$ cat config.mk
export PLATFORM = sky130hd
export DESIGN_NAME = nmea_gga_time_extractor_flat
export DESIGN_NICKNAME = d
export VERILOG_FILES = /design/src/rtl/ngte_pkg.sv /design/src/rtl/ngte_byte_if.sv /design/src/rtl/ngte_report_if.sv /design/src/rtl/ngte_front.sv /design/src/rtl/ngte_queue.sv /design/src/rtl/ngte_back.sv /design/src/rtl/nmea_gga_time_extractor.sv /design/src/flat_wrapper.sv
export VERILOG_INCLUDE_DIRS = /design/src /design/src/rtl
export SDC_FILE = /design/constraint.sdc
export NUM_CORES = 1
export LEC_CHECK = 0
export BUFFER_PORTS_ARGS = -buffer_cell sky130_fd_sc_hd__buf_2
export CAP_MARGIN = 20
export CORE_MARGIN = 5
export CORE_UTILIZATION = 60
export DETAILED_ROUTE_END_ITERATION = 8
export HOLD_SLACK_MARGIN = 0.08
export PLACE_DENSITY = 0.78
export SYNTH_ARGS = -nofsm -noshare
export SYNTH_HDL_FRONTEND = slang
export SYNTH_SLANG_ARGS = --single-unit
$ cat constraint.sdc
create_clock -name clk -period 6.6 [get_ports clk]
set_input_delay 0.66 -clock clk [delete_from_list [all_inputs] [get_ports clk]]
set_output_delay 0.66 -clock clk [all_outputs]
set_load 0.02 [all_outputs]
$ cat src/rtl/assert_macros.svh
// Assertion helpers shared by the RTL; each expects clk and rst_n in scope.
`ifndef ASSERT_MACROS_SVH
`define ASSERT_MACROS_SVH

// Check a property on every rising edge outside reset.
`define ASSERT_AT(label, prop, msg) \
  label: assert property (@(posedge clk) disable iff (!rst_n) prop) else $error(msg);

// Check that a condition never holds outside reset.
`define ASSERT_NEVER(label, expr, msg) \
  label: assert property (@(posedge clk) disable iff (!rst_n) !(expr)) else $error(msg);

`endif

$ cat src/rtl/ngte_pkg.sv
package ngte_pkg;

  localparam int FIELD_CHAR_LIMIT = 16;
  localparam int CNT_W            = $clog2(FIELD_CHAR_LIMIT + 1);
  localparam int DIGIT_COUNT      = 6;
  localparam int FOLD_MIN_CHARS   = 7;
  localparam int HOUR_FOLD        = 12;

  localparam int QUEUE_DEPTH      = 2;
  localparam int QPTR_W           = (QUEUE_DEPTH > 1) ? $clog2(QUEUE_DEPTH) : 1;
  localparam int QCNT_W           = $clog2(QUEUE_DEPTH + 1);

  localparam int REPORT_LEN       = 14;
  localparam int IDX_W            = $clog2(REPORT_LEN);

  localparam int ZONE_W           = 4;
  localparam logic [ZONE_W-1:0] ZONE_RESET = 4'd4;

  localparam logic [7:0] CH_DOLLAR  = 8'h24;
  localparam logic [7:0] CH_STAR    = 8'h2A;
  localparam logic [7:0] CH_COMMA   = 8'h2C;
  localparam logic [7:0] CH_G       = 8'h47;
  localparam logic [7:0] CH_P       = 8'h50;
  localparam logic [7:0] CH_A       = 8'h41;
  localparam logic [7:0] CH_ZERO    = 8'h30;
  localparam logic [7:0] CH_NINE    = 8'h39;
  localparam logic [7:0] CH_CR      = 8'h0D;
  localparam logic [7:0] CH_LF      = 8'h0A;
  localparam logic [7:0] HEX_ALPHA_ADJ = 8'h37;

  typedef logic [3:0] nibble_t;

  // digit[0] is hour tens, digit[5] is second ones
  typedef struct packed {
    nibble_t [DIGIT_COUNT-1:0] digit;
  } report_t;

  typedef struct packed {
    logic full;
    logic avail;
  } q_status_t;

endpackage

$ cat src/rtl/ngte_byte_if.sv
interface ngte_byte_if;
  logic       valid;
  logic       ready;
  logic [7:0] rx_byte;

  modport source (output valid, output rx_byte, input ready);
  modport sink (input valid, input rx_byte, output ready);
endinterface

$ cat src/rtl/ngte_report_if.sv
interface ngte_report_if;
  logic       valid;
  logic       ready;
  logic [7:0] tx_byte;
  logic       last_of_report;

  modport source (output valid, output tx_byte, output last_of_report, input ready);
  modport sink (input valid, input tx_byte, input last_of_report, output ready);
endinterface

$ cat src/rtl/ngte_front.sv
`include "assert_macros.svh"

module ngte_front
  import ngte_pkg::*;
(
  input  logic              clk,
  input  logic              rst_n,
  ngte_byte_if.sink         in_ch,
  input  logic              cfg_we,
  input  logic [ZONE_W-1:0] cfg_wdata,
  input  q_status_t         q_stat,
  output logic              push,
  output report_t           push_rec
);

  typedef enum logic [10:0] {
    PH_HUNT  = 11'b000_0000_0001,
    PH_G1    = 11'b000_0000_0010,
    PH_P     = 11'b000_0000_0100,
    PH_G2    = 11'b000_0000_1000,
    PH_G3    = 11'b000_0001_0000,
    PH_A     = 11'b000_0010_0000,
    PH_COMMA = 11'b000_0100_0000,
    PH_TIME  = 11'b000_1000_0000,
    PH_STAR  = 11'b001_0000_0000,
    PH_SUMH  = 11'b010_0000_0000,
    PH_SUML  = 11'b100_0000_0000
  } phase_t;

  function automatic nibble_t hex_nibble(input logic [7:0] c);
    logic [7:0] adj;
    adj = c - HEX_ALPHA_ADJ;
    return (c > CH_NINE) ? adj[3:0] : c[3:0];
  endfunction

  phase_t            phase_r, phase_nxt;
  logic [CNT_W-1:0]  cnt_r, cnt_nxt;
  report_t           digits_r, digits_nxt;
  logic [7:0]        xor_r, xor_nxt;
  logic [7:0]        saved_r, saved_nxt;
  nibble_t           sumh_r, sumh_nxt;
  logic [ZONE_W-1:0] zone_r;

  logic       acc;
  logic [7:0] c;

  // hour fold, from the stored digits and the zone offset
  logic [7:0] h_raw, h_m, h_a;
  logic [8:0] h_diff;
  logic       h_big;
  nibble_t    fold_tens, fold_ones;
  logic [8:0] h_less10;

  assign in_ch.ready = !q_stat.full;
  assign acc         = in_ch.valid && in_ch.ready;
  assign c           = in_ch.rx_byte;

  always_comb begin
    h_raw     = 8'({4'd0, digits_r.digit[0]} * 8'd10) + {4'd0, digits_r.digit[1]};
    h_m       = (h_raw > 8'(HOUR_FOLD)) ? h_raw - 8'(HOUR_FOLD) : h_raw;
    h_a       = (h_m <= {4'd0, zone_r}) ? h_m + 8'(HOUR_FOLD) : h_m;
    h_diff    = {1'b0, h_a} - {5'd0, zone_r};
    // a negative difference wraps to a huge value, so it folds as well
    h_big     = h_diff[8] || (h_diff > 9'd9);
    h_less10  = h_diff - 9'd10;
    fold_tens = h_big ? 4'd1 : 4'd0;
    fold_ones = h_big ? h_less10[3:0] : h_diff[3:0];
  end

  always_comb begin
    phase_nxt  = phase_r;
    cnt_nxt    = cnt_r;
    digits_nxt = digits_r;
    xor_nxt    = xor_r;
    saved_nxt  = saved_r;
    sumh_nxt   = sumh_r;
    push       = 1'b0;
    if (acc) begin
      if (c != CH_STAR) xor_nxt = xor_r ^ c;
      unique case (phase_r)
        PH_G1: phase_nxt = (c == CH_G) ? PH_P : PH_HUNT;
        PH_P:  phase_nxt = (c == CH_P) ? PH_G2 : PH_HUNT;
        PH_G2: phase_nxt = (c == CH_G) ? PH_G3 : PH_HUNT;
        PH_G3: phase_nxt = (c == CH_G) ? PH_A : PH_HUNT;
        PH_A:  phase_nxt = (c == CH_A) ? PH_COMMA : PH_HUNT;
        PH_COMMA: begin
          cnt_nxt   = '0;
          phase_nxt = (c == CH_COMMA) ? PH_TIME : PH_HUNT;
        end
        PH_TIME: begin
          if (c == CH_COMMA) begin
            if (cnt_r > CNT_W'(FOLD_MIN_CHARS)) begin
              digits_nxt.digit[0] = fold_tens;
              digits_nxt.digit[1] = fold_ones;
            end
            cnt_nxt   = '0;
            phase_nxt = PH_STAR;
          end else if (cnt_r < CNT_W'(FIELD_CHAR_LIMIT)) begin
            if (cnt_r < CNT_W'(DIGIT_COUNT)) digits_nxt.digit[cnt_r[2:0]] = c[3:0];
            cnt_nxt = cnt_r + 1'b1;
          end
        end
        PH_STAR: begin
          if (c == CH_STAR) begin
            saved_nxt = xor_r;
            phase_nxt = PH_SUMH;
          end
        end
        PH_SUMH: begin
          sumh_nxt  = hex_nibble(c);
          phase_nxt = PH_SUML;
        end
        PH_SUML: begin
          push       = (saved_r == {sumh_r, hex_nibble(c)});
          digits_nxt = '0;
          phase_nxt  = PH_HUNT;
        end
        default: begin
          phase_nxt = (c == CH_DOLLAR) ? PH_G1 : PH_HUNT;
          xor_nxt   = '0;
        end
      endcase
    end
  end

  assign push_rec = digits_r;

  always_ff @(posedge clk) begin
    if (!rst_n) begin
      phase_r  <= PH_HUNT;
      cnt_r    <= '0;
      digits_r <= '0;
      xor_r    <= '0;
      saved_r  <= '0;
      sumh_r   <= '0;
      zone_r   <= ZONE_RESET;
    end else begin
      phase_r  <= phase_nxt;
      cnt_r    <= cnt_nxt;
      digits_r <= digits_nxt;
      xor_r    <= xor_nxt;
      saved_r  <= saved_nxt;
      sumh_r   <= sumh_nxt;
      if (cfg_we) zone_r <= cfg_wdata;
    end
  end

  `ASSERT_AT(a_push_restarts, push |=> (phase_r == PH_HUNT), "report push must restart the hunt")
  `ASSERT_NEVER(a_push_full, push && q_stat.full, "report pushed into a full queue")

endmodule

$ cat src/rtl/ngte_queue.sv
`include "assert_macros.svh"

module ngte_queue
  import ngte_pkg::*;
(
  input  logic      clk,
  input  logic      rst_n,
  input  logic      push,
  input  report_t   push_rec,
  input  logic      pop,
  output report_t   head_rec,
  output q_status_t q_stat
);

  report_t            slot_r [QUEUE_DEPTH];
  logic [QPTR_W-1:0]  wr_ptr_r, rd_ptr_r;
  logic [QCNT_W-1:0]  cnt_r;

  function automatic logic [QPTR_W-1:0] ptr_inc(input logic [QPTR_W-1:0] p);
    return (p == QPTR_W'(QUEUE_DEPTH - 1)) ? '0 : p + 1'b1;
  endfunction

  assign head_rec     = slot_r[rd_ptr_r];
  assign q_stat.full  = (cnt_r == QCNT_W'(QUEUE_DEPTH));
  assign q_stat.avail = (cnt_r != '0);

  always_ff @(posedge clk) begin
    if (push) slot_r[wr_ptr_r] <= push_rec;
  end

  always_ff @(posedge clk) begin
    if (!rst_n) begin
      wr_ptr_r <= '0;
      rd_ptr_r <= '0;
      cnt_r    <= '0;
    end else begin
      if (push) wr_ptr_r <= ptr_inc(wr_ptr_r);
      if (pop)  rd_ptr_r <= ptr_inc(rd_ptr_r);
      unique case ({push, pop})
        2'b10:   cnt_r <= cnt_r + 1'b1;
        2'b01:   cnt_r <= cnt_r - 1'b1;
        default: cnt_r <= cnt_r;
      endcase
    end
  end

  `ASSERT_NEVER(a_cnt_range, cnt_r > QCNT_W'(QUEUE_DEPTH), "queue count beyond depth")
  `ASSERT_AT(a_cnt_grow, (push && !pop) |=> (cnt_r == $past(cnt_r) + 1'b1), "queue count lost a push")

endmodule

$ cat src/rtl/ngte_back.sv
`include "assert_macros.svh"

module ngte_back
  import ngte_pkg::*;
(
  input  logic       clk,
  input  logic       rst_n,
  input  q_status_t  q_stat,
  input  report_t    head_rec,
  output logic       pop,
  ngte_report_if.source out_ch
);

  function automatic logic [7:0] report_byte(input report_t r, input logic [IDX_W-1:0] i);
    logic [7:0] b;
    if (i == IDX_W'(REPORT_LEN - 1))       b = CH_LF;
    else if (i == IDX_W'(REPORT_LEN - 2))  b = CH_CR;
    else if (i[0])                         b = CH_ZERO + {4'd0, r.digit[i[IDX_W-1:1]]};
    else                                   b = CH_P + {5'd0, i[IDX_W-1:1]};
    return b;
  endfunction

  logic              busy_r;
  logic [IDX_W-1:0]  idx_r;
  report_t           rec_r;
  logic              fire, last, load;

  assign fire = busy_r && out_ch.ready;
  assign last = (idx_r == IDX_W'(REPORT_LEN - 1));
  // take the next report as soon as the current one hands over its last byte
  assign load = q_stat.avail && (!busy_r || (fire && last));
  assign pop  = load;

  assign out_ch.valid          = busy_r;
  assign out_ch.tx_byte        = report_byte(rec_r, idx_r);
  assign out_ch.last_of_report = last;

  always_ff @(posedge clk) begin
    if (load) rec_r <= head_rec;
  end

  always_ff @(posedge clk) begin
    if (!rst_n) begin
      busy_r <= 1'b0;
      idx_r  <= '0;
    end else if (load) begin
      busy_r <= 1'b1;
      idx_r  <= '0;
    end else if (fire) begin
      if (last) busy_r <= 1'b0;
      else      idx_r  <= idx_r + 1'b1;
    end
  end

  `ASSERT_AT(a_drain_idle, (fire && last && !q_stat.avail) |=> !busy_r, "serializer stuck after last byte")

endmodule

$ cat src/rtl/nmea_gga_time_extractor.sv
// With the serializer idle, the edge that accepts the low checksum digit writes the report
// into the queue; the serializer then loads it, and its first byte is valid once loaded.
// Throughput: one input byte per cycle; one report byte per cycle while out ready is high.
// A queue of two reports sits between parser and serializer; input stalls only when it is full.
// Reset: synchronous on rst_n low; parser hunts for '$', queue empties, offset returns to 4.
module nmea_gga_time_extractor
  import ngte_pkg::*;
(
  input  logic              clk,
  input  logic              rst_n,
  ngte_byte_if.sink         in_ch,
  ngte_report_if.source     out_ch,
  input  logic              cfg_we,
  input  logic [ZONE_W-1:0] cfg_wdata
);

  q_status_t q_stat;
  logic      push, pop;
  report_t   push_rec, head_rec;

  ngte_front u_front (
    .clk      (clk),
    .rst_n    (rst_n),
    .in_ch    (in_ch),
    .cfg_we   (cfg_we),
    .cfg_wdata(cfg_wdata),
    .q_stat   (q_stat),
    .push     (push),
    .push_rec (push_rec)
  );

  ngte_queue u_queue (
    .clk     (clk),
    .rst_n   (rst_n),
    .push    (push),
    .push_rec(push_rec),
    .pop     (pop),
    .head_rec(head_rec),
    .q_stat  (q_stat)
  );

  ngte_back u_back (
    .clk     (clk),
    .rst_n   (rst_n),
    .q_stat  (q_stat),
    .head_rec(head_rec),
    .pop     (pop),
    .out_ch  (out_ch)
  );

endmodule
$ cat src/flat_wrapper.sv
// flat-port wrapper written by rule: the top's interface ports become plain ports
module nmea_gga_time_extractor_flat import ngte_pkg::*;
  (clk, rst_n, cfg_we, cfg_wdata, in_ch_valid, in_ch_rx_byte, in_ch_ready, out_ch_valid, out_ch_tx_byte, out_ch_last_of_report, out_ch_ready);
  ngte_byte_if in_ch_i ();
  ngte_report_if out_ch_i ();
  input  logic clk;
  input  logic rst_n;
  input  logic cfg_we;
  input  logic [ZONE_W-1:0] cfg_wdata;
  input wire logic [$bits(in_ch_i.valid)-1:0] in_ch_valid;
  input wire logic [$bits(in_ch_i.rx_byte)-1:0] in_ch_rx_byte;
  output wire logic [$bits(in_ch_i.ready)-1:0] in_ch_ready;
  output wire logic [$bits(out_ch_i.valid)-1:0] out_ch_valid;
  output wire logic [$bits(out_ch_i.tx_byte)-1:0] out_ch_tx_byte;
  output wire logic [$bits(out_ch_i.last_of_report)-1:0] out_ch_last_of_report;
  input wire logic [$bits(out_ch_i.ready)-1:0] out_ch_ready;
  assign in_ch_i.valid = in_ch_valid;
  assign in_ch_i.rx_byte = in_ch_rx_byte;
  assign in_ch_ready = in_ch_i.ready;
  assign out_ch_valid = out_ch_i.valid;
  assign out_ch_tx_byte = out_ch_i.tx_byte;
  assign out_ch_last_of_report = out_ch_i.last_of_report;
  assign out_ch_i.ready = out_ch_ready;
  nmea_gga_time_extractor u_core (.clk(clk), .rst_n(rst_n), .in_ch(in_ch_i), .out_ch(out_ch_i), .cfg_we(cfg_we), .cfg_wdata(cfg_wdata));
endmodule
==> metrics, run 1 <==
period utilization 93.5%; register area share after synthesis 49.6%; EDFF count, synth 72; WS Path Type register to register; WL/cell 17.7 um; Gate Count Post-Synth 688; vias per std cell 6.16; clk slew on worst S/H paths 60 ps; final max-slew violation count 0; DP Wirelength 10.3 mm; antenna viol nets, final 0; gr ovfl total 0; top-count cell post-synth nor2_1; setup TNS 0 ps; Initial DRT Pass Iterations 5; initial antenna violation count 0; Top FF cell, synth dfxtp_1; iteration-0 DRC count of the detailed router 460; Leakage 3.07 nW; Flop pwr share 46.4%; CTS Buf Count 17; Fin. Hold Viols 0; area grow syn2layout 12.1%; synthesized flop and latch total 145; H-tree Lvls 4; CTS Buffer Depth 2; clock share of power 48.9%; Setup crit start kind register; share of layout cells above drive strength 1 15.0%; Yosys top cell by area edfxtp_1; PnR Total Power 2.03 mW; internal power 1.58 mW; via count 5346; Tot GR Track Use 21.7%; die area 14500 um2; worst min path class register to register; Crit Path Max Fanout 13; Die Width 120 um; core area 12000 um2; share of the synthesized area in the top cell type 29.6%; final core occ 68.4%; final setup violation count 0; Tmin final 6170 ps; max_cap viols 0; largest net degree at the start of global routing 37; warnings from Yosys 0; Post-Syn Nets 734; CTS tree yes; status complete, no violations; syn_area_per_cell 10.6 um2; first-pass GRT wire length 25.4 mm; Slew @ Worst Pin 990 ps; Root Driver clkbuf_16; Fillers 871; # hold bufs at CTS 0; Logic pwr share 4.7%; Synth area leaders edfxtp_1 30%, dfxtp_1 20%, ha_1 4.5%; Initial Utilization 61.1%; switching share of power 22.2%; # clock sinks 145; Post-Syn Area 7300 um2; vias in the first global route 5165; Power Density 248 nW/um2; synth unique cells 73; DR DRC count 0; Worst setup EP type register; Max Freq 162 MHz; # rows 40; Worst-Skew Late Latency 420 ps; Synth top cells by count 78 x nor2_1, 73 x dfxtp_1, 72 x edfxtp_1; crit path DAT 6500 ps; DRT Wirelength 15.4 mm; n_diodes 0; final layout net count 754; Net Switching 0.451 mW; worst endpoint required time 6930 ps; Async S/R FF share, synth 0%; I/O Pins 28; Die Height 120 um; clock skew 9.61 ps; Rel. slew slack 33.9%; GPL Wtd Cong 0.897; Max VDD drop 160 uV; port bufs 26
[registers in the layout, summed over array words and instances (netlist names), 5 cells and up]
| signal | flops |
|---|---|
| u_core.u_queue.slot_r | 48 |
| u_core.u_back.rec_r | 24 |
| u_core.u_front.push_rec | 24 |
| u_core.u_front.phase_r | 11 |
| u_core.u_front.saved_r | 8 |
| u_core.u_front.xor_r | 8 |
| u_core.u_front.cnt_r | 5 |
[repair_timing]
action / 4_1_cts / 5_1_grt
endpoints found under the setup margin: 0 / 4
resized for setup: 0 / 1
buffers inserted: 0 / 2
endpoints found under the hold margin: 0 / 0
[worst paths after layout]
kind / cells after the start / end / start / slack (ps)
worst max register to register: 24 / u_core.u_front.push_rec[5] / u_core.u_front.push_rec[3] / 430
worst max-delay path: 24 / u_core.u_front.push_rec[5] / u_core.u_front.push_rec[3] / 430
worst min-delay path: 0 / u_core.u_queue.slot_r[1][17] / u_core.u_front.push_rec[17] / 480
worst min register to register: 0 / u_core.u_queue.slot_r[1][17] / u_core.u_front.push_rec[17] / 480
[layer usage]
layer / share of wire (%) / vias up / GRT usage, %
li1: - / 2561 / -
met1: 44 / 2612 / 27.6
met2: 50 / 151 / 37.7
met3: 4.5 / 22 / 4.07
met4: 1.2 / 0 / 6.80
met5: 0 / - / 0
[power groups by stage]
stage / Sequential (mW) / Combinational [mW] / Clock [mW]
3_3_place_gp: 0.961 / 0.0894 / 0
6_report: 0.942 / 0.0955 / 0.992
2_1_floorplan: 0.961 / 0.0714 / 0
4_1_cts: 0.942 / 0.0933 / 1.00
5_1_grt: 0.942 / 0.105 / 1.04
3_5_place_dp: 0.961 / 0.0923 / 0
[through the flow]
stage / hold WS (ps) / worst slack, ps / instance area, um2 / cells
after global placement: 440 / 638 / 7510 / 832
after global routing: 470 / -11.8 / 8190 / 868
after detailed placement: 448 / 216 / 7510 / 832
after floorplan: 426 / 1090 / 7300 / 688
final: 476 / 431 / 8190 / 868
after CTS: 465 / 214 / 8110 / 864
[cell usage in the layout, fill, tap and decap left out, types with 14 or more instances in the layout]
| cell | count |
|---|---|
| nor2b_1 | 19 |
| o21ai_0 | 22 |
| a21oi_1 | 33 |
| edfxtp_1 | 72 |
| xnor2_1 | 17 |
| buf_2 | 26 |
| nand2_1 | 48 |
| xor2_1 | 22 |
| nor2_1 | 76 |
| a32oi_1 | 14 |
| ha_1 | 26 |
| dfxtp_1 | 72 |
| nor3_1 | 17 |
| inv_1 | 21 |
| mux2i_1 | 23 |
| mux2_2 | 24 |
| clkbuf_16 | 17 |
[layout make-up]
cell class	count	area [um2]	share of cell area, %
flip-flops and latches	145	3620	44.3
multi-input cells	489	3460	42.3
clock buffers	17	425	5.20
repair buffers	33	223	2.72
well taps	147	184	2.25
clock inverters	15	183	2.23
inverters	22	82.6	1.01
[worst max-delay path: stages, from the launching register on]
cell	delay, ps
dfxtp_2	470
ha_1	280
ha_1	220
inv_1	100
fa_1	460
nand2b_1	230
nor2_1	240
nand3_1	210
a211oi_4	370
mux2i_1	280
inv_1	80
ha_1	310
and4_1	230
o22ai_1	300
xnor2_1	140
ha_1	340
xnor2_1	260
ha_1	240
a22oi_1	90
a22o_1	280
a2111oi_4	370
o211ai_4	150
xnor2_1	170
nand3_1	90
a31oi_1	180
[cell families after synthesis]
family                   count (synthesis)  share of synthesized area, %
AND/OR/NAND/NOR                        236                          16.5
flip-flops                             145                          49.6
AO/OA/AOI/OAI                          132                          12.5
buffers and inverters                   54                          3.05
multiplexers                            51                          8.09
XOR/XNOR                                40                          4.90
adder cells (fa/ha/maj)                 29                          5.28
other                                    1                        0.0513
(Power assumes the default switching activity.)
==> run 2, diff against run 1 <==
--- a/config.mk
+++ b/config.mk
@@ -10,7 +10,10 @@
 export CAP_MARGIN = 20
 export CORE_MARGIN = 5
 export CORE_UTILIZATION = 60
+export CTS_BUF_LIST = sky130_fd_sc_hd__clkbuf_8 sky130_fd_sc_hd__clkbuf_16
+export CTS_CLUSTER_SIZE = 20
 export DETAILED_ROUTE_END_ITERATION = 8
+export GPL_TIMING_DRIVEN = 0
 export HOLD_SLACK_MARGIN = 0.08
 export PLACE_DENSITY = 0.78
 export SYNTH_ARGS = -nofsm -noshare
==> metrics, run 2 (synthesis results as in run 1) <==
max_cap viols 0 (unchanged); DP Wirelength 11.1 mm (+7.0%); Largest Register u_core.u_queue.slot_r; Crit Path Max Fanout 6 (-7); die area 14500 um2 (unchanged); status complete, no violations; Largest register FFs 48 (unchanged); # clock sinks 145 (unchanged); antenna viol nets, final 0 (unchanged); worst min path class register to register; Top Family by Delay on Critical Path compound AO/OA/AOI/OAI gates; DR DRC count 0 (unchanged); CTS Buffer Depth 2 (unchanged); CTS Buf Count 17 (unchanged); port bufs 25 (-3.8%); largest net degree at the start of global routing 26 (-30%); vias per std cell 6.06 (-1.6%); Tmin final 6120 ps (-46.4 ps); Die Width 120 um (unchanged); area post-placement 7670 um2 (+2.2%); area grow syn2layout 15.0%; most frequent cells in the layout 75 x nor2_1, 72 x dfxtp_1, 72 x edfxtp_1, 48 x nand2_1, 33 x a21oi_1; final layout net count 783 (+3.8%); Tot GR Track Use 23.2% (+1.5 points); period utilization 92.8% (-0.70 points); clk slew on worst S/H paths 60 ps (about the same); WS Path Type register to register; Initial Utilization 61.1% (unchanged); Leakage 3.17 nW (+3.3%); setup TNS 0 ps (unchanged); final setup violation count 0 (unchanged); initial antenna violation count 0 (unchanged); Die Height 120 um (unchanged); CP peak stage delay 580 ps (+110 ps); Most Frequent Cell on Critical Path ha_1; RSZ-0062 raised after global routing false; first-pass GRT wire length 26.5 mm (+4.3%); Initial DRT Pass Iterations 5 (unchanged); WL/cell 18.0 um (+1.3%); final max-slew violation count 0 (unchanged); PnR Total Power 2.13 mW (+4.9%); post-route cell area 8400 um2 (+2.6%); Root Driver clkbuf_16; iteration-0 DRC count of the detailed router 436 (-5.2%); Rel. slew slack 35.3% (+1.4 points); share of layout cells above drive strength 1 15.6% (+0.62 points); Fin. Hold Viols 0 (unchanged); CTS tree yes; crit path DAT 6460 ps (-40 ps); gr ovfl total 0 (unchanged); Max VDD drop 206 uV (+29%); Power Density 253 nW/um2 (+2.2%); # hold bufs at CTS 0 (unchanged); CP bufs+invs 2 (unchanged); Slew @ Worst Pin 969 ps (-21.2 ps); I/O Pins 28 (unchanged); worst endpoint required time 6930 ps (about the same); cell at the slowest stage of the critical path fa_1; commonest non-fill, non-tap cell in the layout nor2_1; n_diodes 0 (unchanged); Setup crit start kind register; Worst-Skew Late Latency 410 ps (about the same); core area 12000 um2 (unchanged); GPL Wtd Cong 0.905 (+0.91%); clock skew 8.77 ps (-0.844 ps); Max Freq 163 MHz (+0.76%); Worst setup EP type register; DRT Wirelength 16.1 mm (+4.7%); via count 5437 (+1.7%); H-tree Lvls 4 (unchanged); vias in the first global route 5273 (+2.1%); # rows 40 (unchanged)
## run 2: changes by cell type in the layout (fill, tap and decap cells not counted), sizes merged
| cell | previous run | this run |
|---|---|---|
| clkinv | 7 | 4 |
| bufinv | 3 | 4 |
| clkinvlp | 2 | 1 |
| inv | 25 | 24 |
| buf | 33 | 39 |
| clkbuf | 17 | 44 |
## run 2: worst reg2reg max path: stages, from the launching register on
cell and delay [ps]:
dfxtp_2 360, ha_1 310, ha_1 190, inv_1 70
fa_1 580, nand2b_1 250, o211ai_1 180, o311ai_1 170
a211oi_4 350, buf_4 190, xnor2_1 190, ha_1 310
a21o_1 160, a21oi_1 230, o22ai_2 150, xnor2_1 150
ha_1 360, xnor2_1 250, ha_1 240, a22oi_1 110
a22o_1 280, a2111oi_4 370, o211ai_4 160, xnor2_1 190
nand3_1 90, a31oi_1 180
## run 2: layout make-up
| class | instances | area [um2] |
|---|---|---|
| buffer | 32 | 140 |
| inverter | 22 | 82.6 |
| sequential | 145 | 3620 |
| clock inverter | 11 | 170 |
| fill | 826 | 3560 |
| clock buffer | 21 | 514 |
| tap | 147 | 184 |
| multi-input combinational | 489 | 3480 |
| timing repair buffer | 30 | 203 |
## run 2: final timing paths
path / start / to / slack, ps / depth (start not counted)
worst max-delay path: u_core.u_front.push_rec[1] / u_core.u_front.push_rec[5] / 480 / 25
worst min-delay path: u_core.u_front.push_rec[15] / u_core.u_queue.slot_r[0][15] / 460 / 0
worst max register to register: u_core.u_front.push_rec[1] / u_core.u_front.push_rec[5] / 480 / 25
worst min register to register: u_core.u_front.push_rec[15] / u_core.u_queue.slot_r[0][15] / 460 / 0
## run 2: per-stage QoR
step	setup WS, ps	cells	utilization [%]	hold WS, ps
after floorplan	1090	688	-	426
after global placement	482	860	63.7	443
after detailed placement	283	862	64.2	441
after CTS	226	894	69.9	454
after global routing	37.2	897	70.2	471
final	477	897	70.2	462
## run 2: where the power goes
part | internal [mW] | switching, mW | leakage (nW) | total (mW)
combinational | 0.0397 | 0.0592 | 1.51 | 0.0989
clock | 0.712 | 0.376 | 0.337 | 1.09
sequential | 0.940 | 0.00226 | 1.32 | 0.942
total | 1.69 | 0.438 | 3.17 | 2.13
## run 2: layer usage
layer / GRT usage, % / share of wire (%) / vias up
li1: - / - / 2615
met1: 29.8 / 43 / 2581
met2: 38.4 / 49 / 200
met3: 5.66 / 5.5 / 41
met4: 8.57 / 2.6 / 0
met5: 0 / 0 / -
## run 2: timing repair
action,CTS,global route
gates resized for setup,0,5
buffers inserted,0,3
endpoints found under the setup margin,0,4
==> run 3, diff against run 2 <==
--- a/config.mk
+++ b/config.mk
@@ -16,6 +16,7 @@
 export GPL_TIMING_DRIVEN = 0
 export HOLD_SLACK_MARGIN = 0.08
 export PLACE_DENSITY = 0.78
+export REMOVE_ABC_BUFFERS = 1
 export SYNTH_ARGS = -nofsm -noshare
 export SYNTH_HDL_FRONTEND = slang
 export SYNTH_SLANG_ARGS = --single-unit
==> metrics, run 3 (synthesis results as in run 1) <==
Slew @ Worst Pin 990 ps (+20.6 ps); Die Width 120 um (unchanged); Worst-Skew Late Latency 420 ps (about the same); clk slew on worst S/H paths 60 ps (about the same); clock skew 10.6 ps (+1.86 ps); CP peak stage delay 560 ps (-20 ps); Initial Utilization 61.1% (unchanged); Top Family by Delay on Critical Path compound AO/OA/AOI/OAI gates; vias in the first global route 5252 (-0.40%); worst endpoint required time 6940 ps (about the same); final core occ 68.6% (-1.6 points); final setup violation count 0 (unchanged); final max-slew violation count 0 (unchanged); Hold WS 457 ps (-5.06 ps); Max Freq 162 MHz (-0.89%); cell at the slowest stage of the critical path fa_1; via count 5238 (-3.7%); crit path DAT 6520 ps (+60 ps); DR DRC count 0 (unchanged); iteration-0 DRC count of the detailed router 459 (+5.3%); final setup margin 423 ps (-54.7 ps); RSZ-0062 raised after global routing false; CP bufs+invs 2 (unchanged); initial antenna violation count 0 (unchanged); Tmin final 6180 ps (+54.7 ps); gr ovfl total 0 (unchanged); DP Wirelength 10.0 mm (-9.5%); vias per std cell 6.03 (-0.44%); largest net degree at the start of global routing 37 (+42%); # rows 40 (unchanged); setup TNS 0 ps (unchanged); CTS Buf Count 17 (unchanged); Rel. slew slack 33.9% (-1.4 points); Largest Register u_core.u_queue.slot_r; Leakage 3.07 nW (-3.1%); Tot GR Track Use 21.3% (-1.9 points); status complete, no violations; die area 14500 um2 (unchanged); GPL Wtd Cong 0.849 (-6.2%); CTS tree yes; DRT Wirelength 14.7 mm (-8.6%); first-pass GRT wire length 24.9 mm (-6.1%); antenna viol nets, final 0 (unchanged); Largest register FFs 48 (unchanged); final layout net count 754 (-3.7%); most frequent cells in the layout 75 x nor2_1, 72 x edfxtp_1, 71 x dfxtp_1, 48 x nand2_1, 33 x a21oi_1; Max VDD drop 162 uV (-21%); Root Driver clkbuf_16; max_cap viols 0 (unchanged); WL/cell 17.0 um (-5.6%); commonest non-fill, non-tap cell in the layout nor2_1; n_diodes 0 (unchanged); Crit Path Max Fanout 13 (+7); Fillers 863 (+4.5%); share of layout cells above drive strength 1 15.5% (-0.066 points); Power Density 244 nW/um2 (-3.8%); Initial DRT Pass Iterations 4 (-1); port bufs 26 (+4.0%); area grow syn2layout 12.4%; Fin. Hold Viols 0 (unchanged); H-tree Lvls 4 (unchanged); period utilization 93.6% (+0.83 points); Setup WS pre-CTS 86.1 ps (-197 ps); PnR Total Power 2.00 mW (-6.0%); I/O Pins 28 (unchanged); WS Path Type register to register; worst min path class register to register; CTS Buffer Depth 2 (unchanged); # clock sinks 145 (unchanged); Die Height 120 um (unchanged); core area 12000 um2 (unchanged); Worst setup EP type register; Setup crit start kind register
-- run 3: per-layer routing --
metal	track usage, %	vias to the layer above	wire length [um]
met2	37.2	145	7450
met3	4.35	18	727
li1	-	2554	-
met4	6.16	0	233
met5	0	-	0
met1	26.9	2521	6320
-- run 3: path summary, 6_finish.rpt --
path                             endpoint                         from  slack, ps  cells after the start
min          u_core.u_queue.slot_r[0][17]  u_core.u_front.push_rec[17]        460                      0
min reg2reg  u_core.u_queue.slot_r[0][17]  u_core.u_front.push_rec[17]        460                      0
max            u_core.u_front.push_rec[5]   u_core.u_front.push_rec[3]        420                     25
max reg2reg    u_core.u_front.push_rec[5]   u_core.u_front.push_rec[3]        420                     25
-- run 3: through the flow --
step,instance area (um2),std cells
after CTS,8140,864
final,8210,868
after global routing,8210,868
after floorplan,7160,656
after detailed placement,7530,832
after global placement,7480,829
-- run 3: timing repair --
item                                    in CTS  in global routing
buffers inserted                             0                  2
endpoints found under the setup margin       0                  4
hold buffers                                 0                  0
resized for setup                            0                  3
-- run 3: layout make-up --
class	count	area, um2	share of cell area [%]
multi-input cells	489	3470	42.3
clock inverters	10	93.8	1.14
flip-flops and latches	145	3630	44.2
repair buffers	33	234	2.85
well taps	147	184	2.24
clock buffers	22	517	6.30
inverters	22	82.6	1.01
-- run 3: worst register-to-register path, cell delays in order, from the launching register on --
cell	delay (ps)
dfxtp_2	390
ha_1	310
ha_1	190
inv_1	80
fa_1	560
xnor2_1	210
nor3b_1	260
o21ai_1	200
a211oi_4	330
buf_4	190
xnor2_1	200
ha_1	300
a21o_1	170
a21oi_1	190
o22ai_1	160
xnor2_1	160
ha_1	350
xnor2_1	280
ha_1	260
a22oi_1	100
a22o_1	280
a2111oi_4	370
o211ai_4	160
xnor2_1	170
nand3_1	90
a31oi_1	170
-- run 3: report_power, final --
group | switching (mW) | total [mW] | internal (mW)
sequential | 0.00233 | 0.942 | 0.940
clock | 0.367 | 0.962 | 0.595
combinational | 0.0571 | 0.0962 | 0.0391
total | 0.426 | 2.00 | 1.57
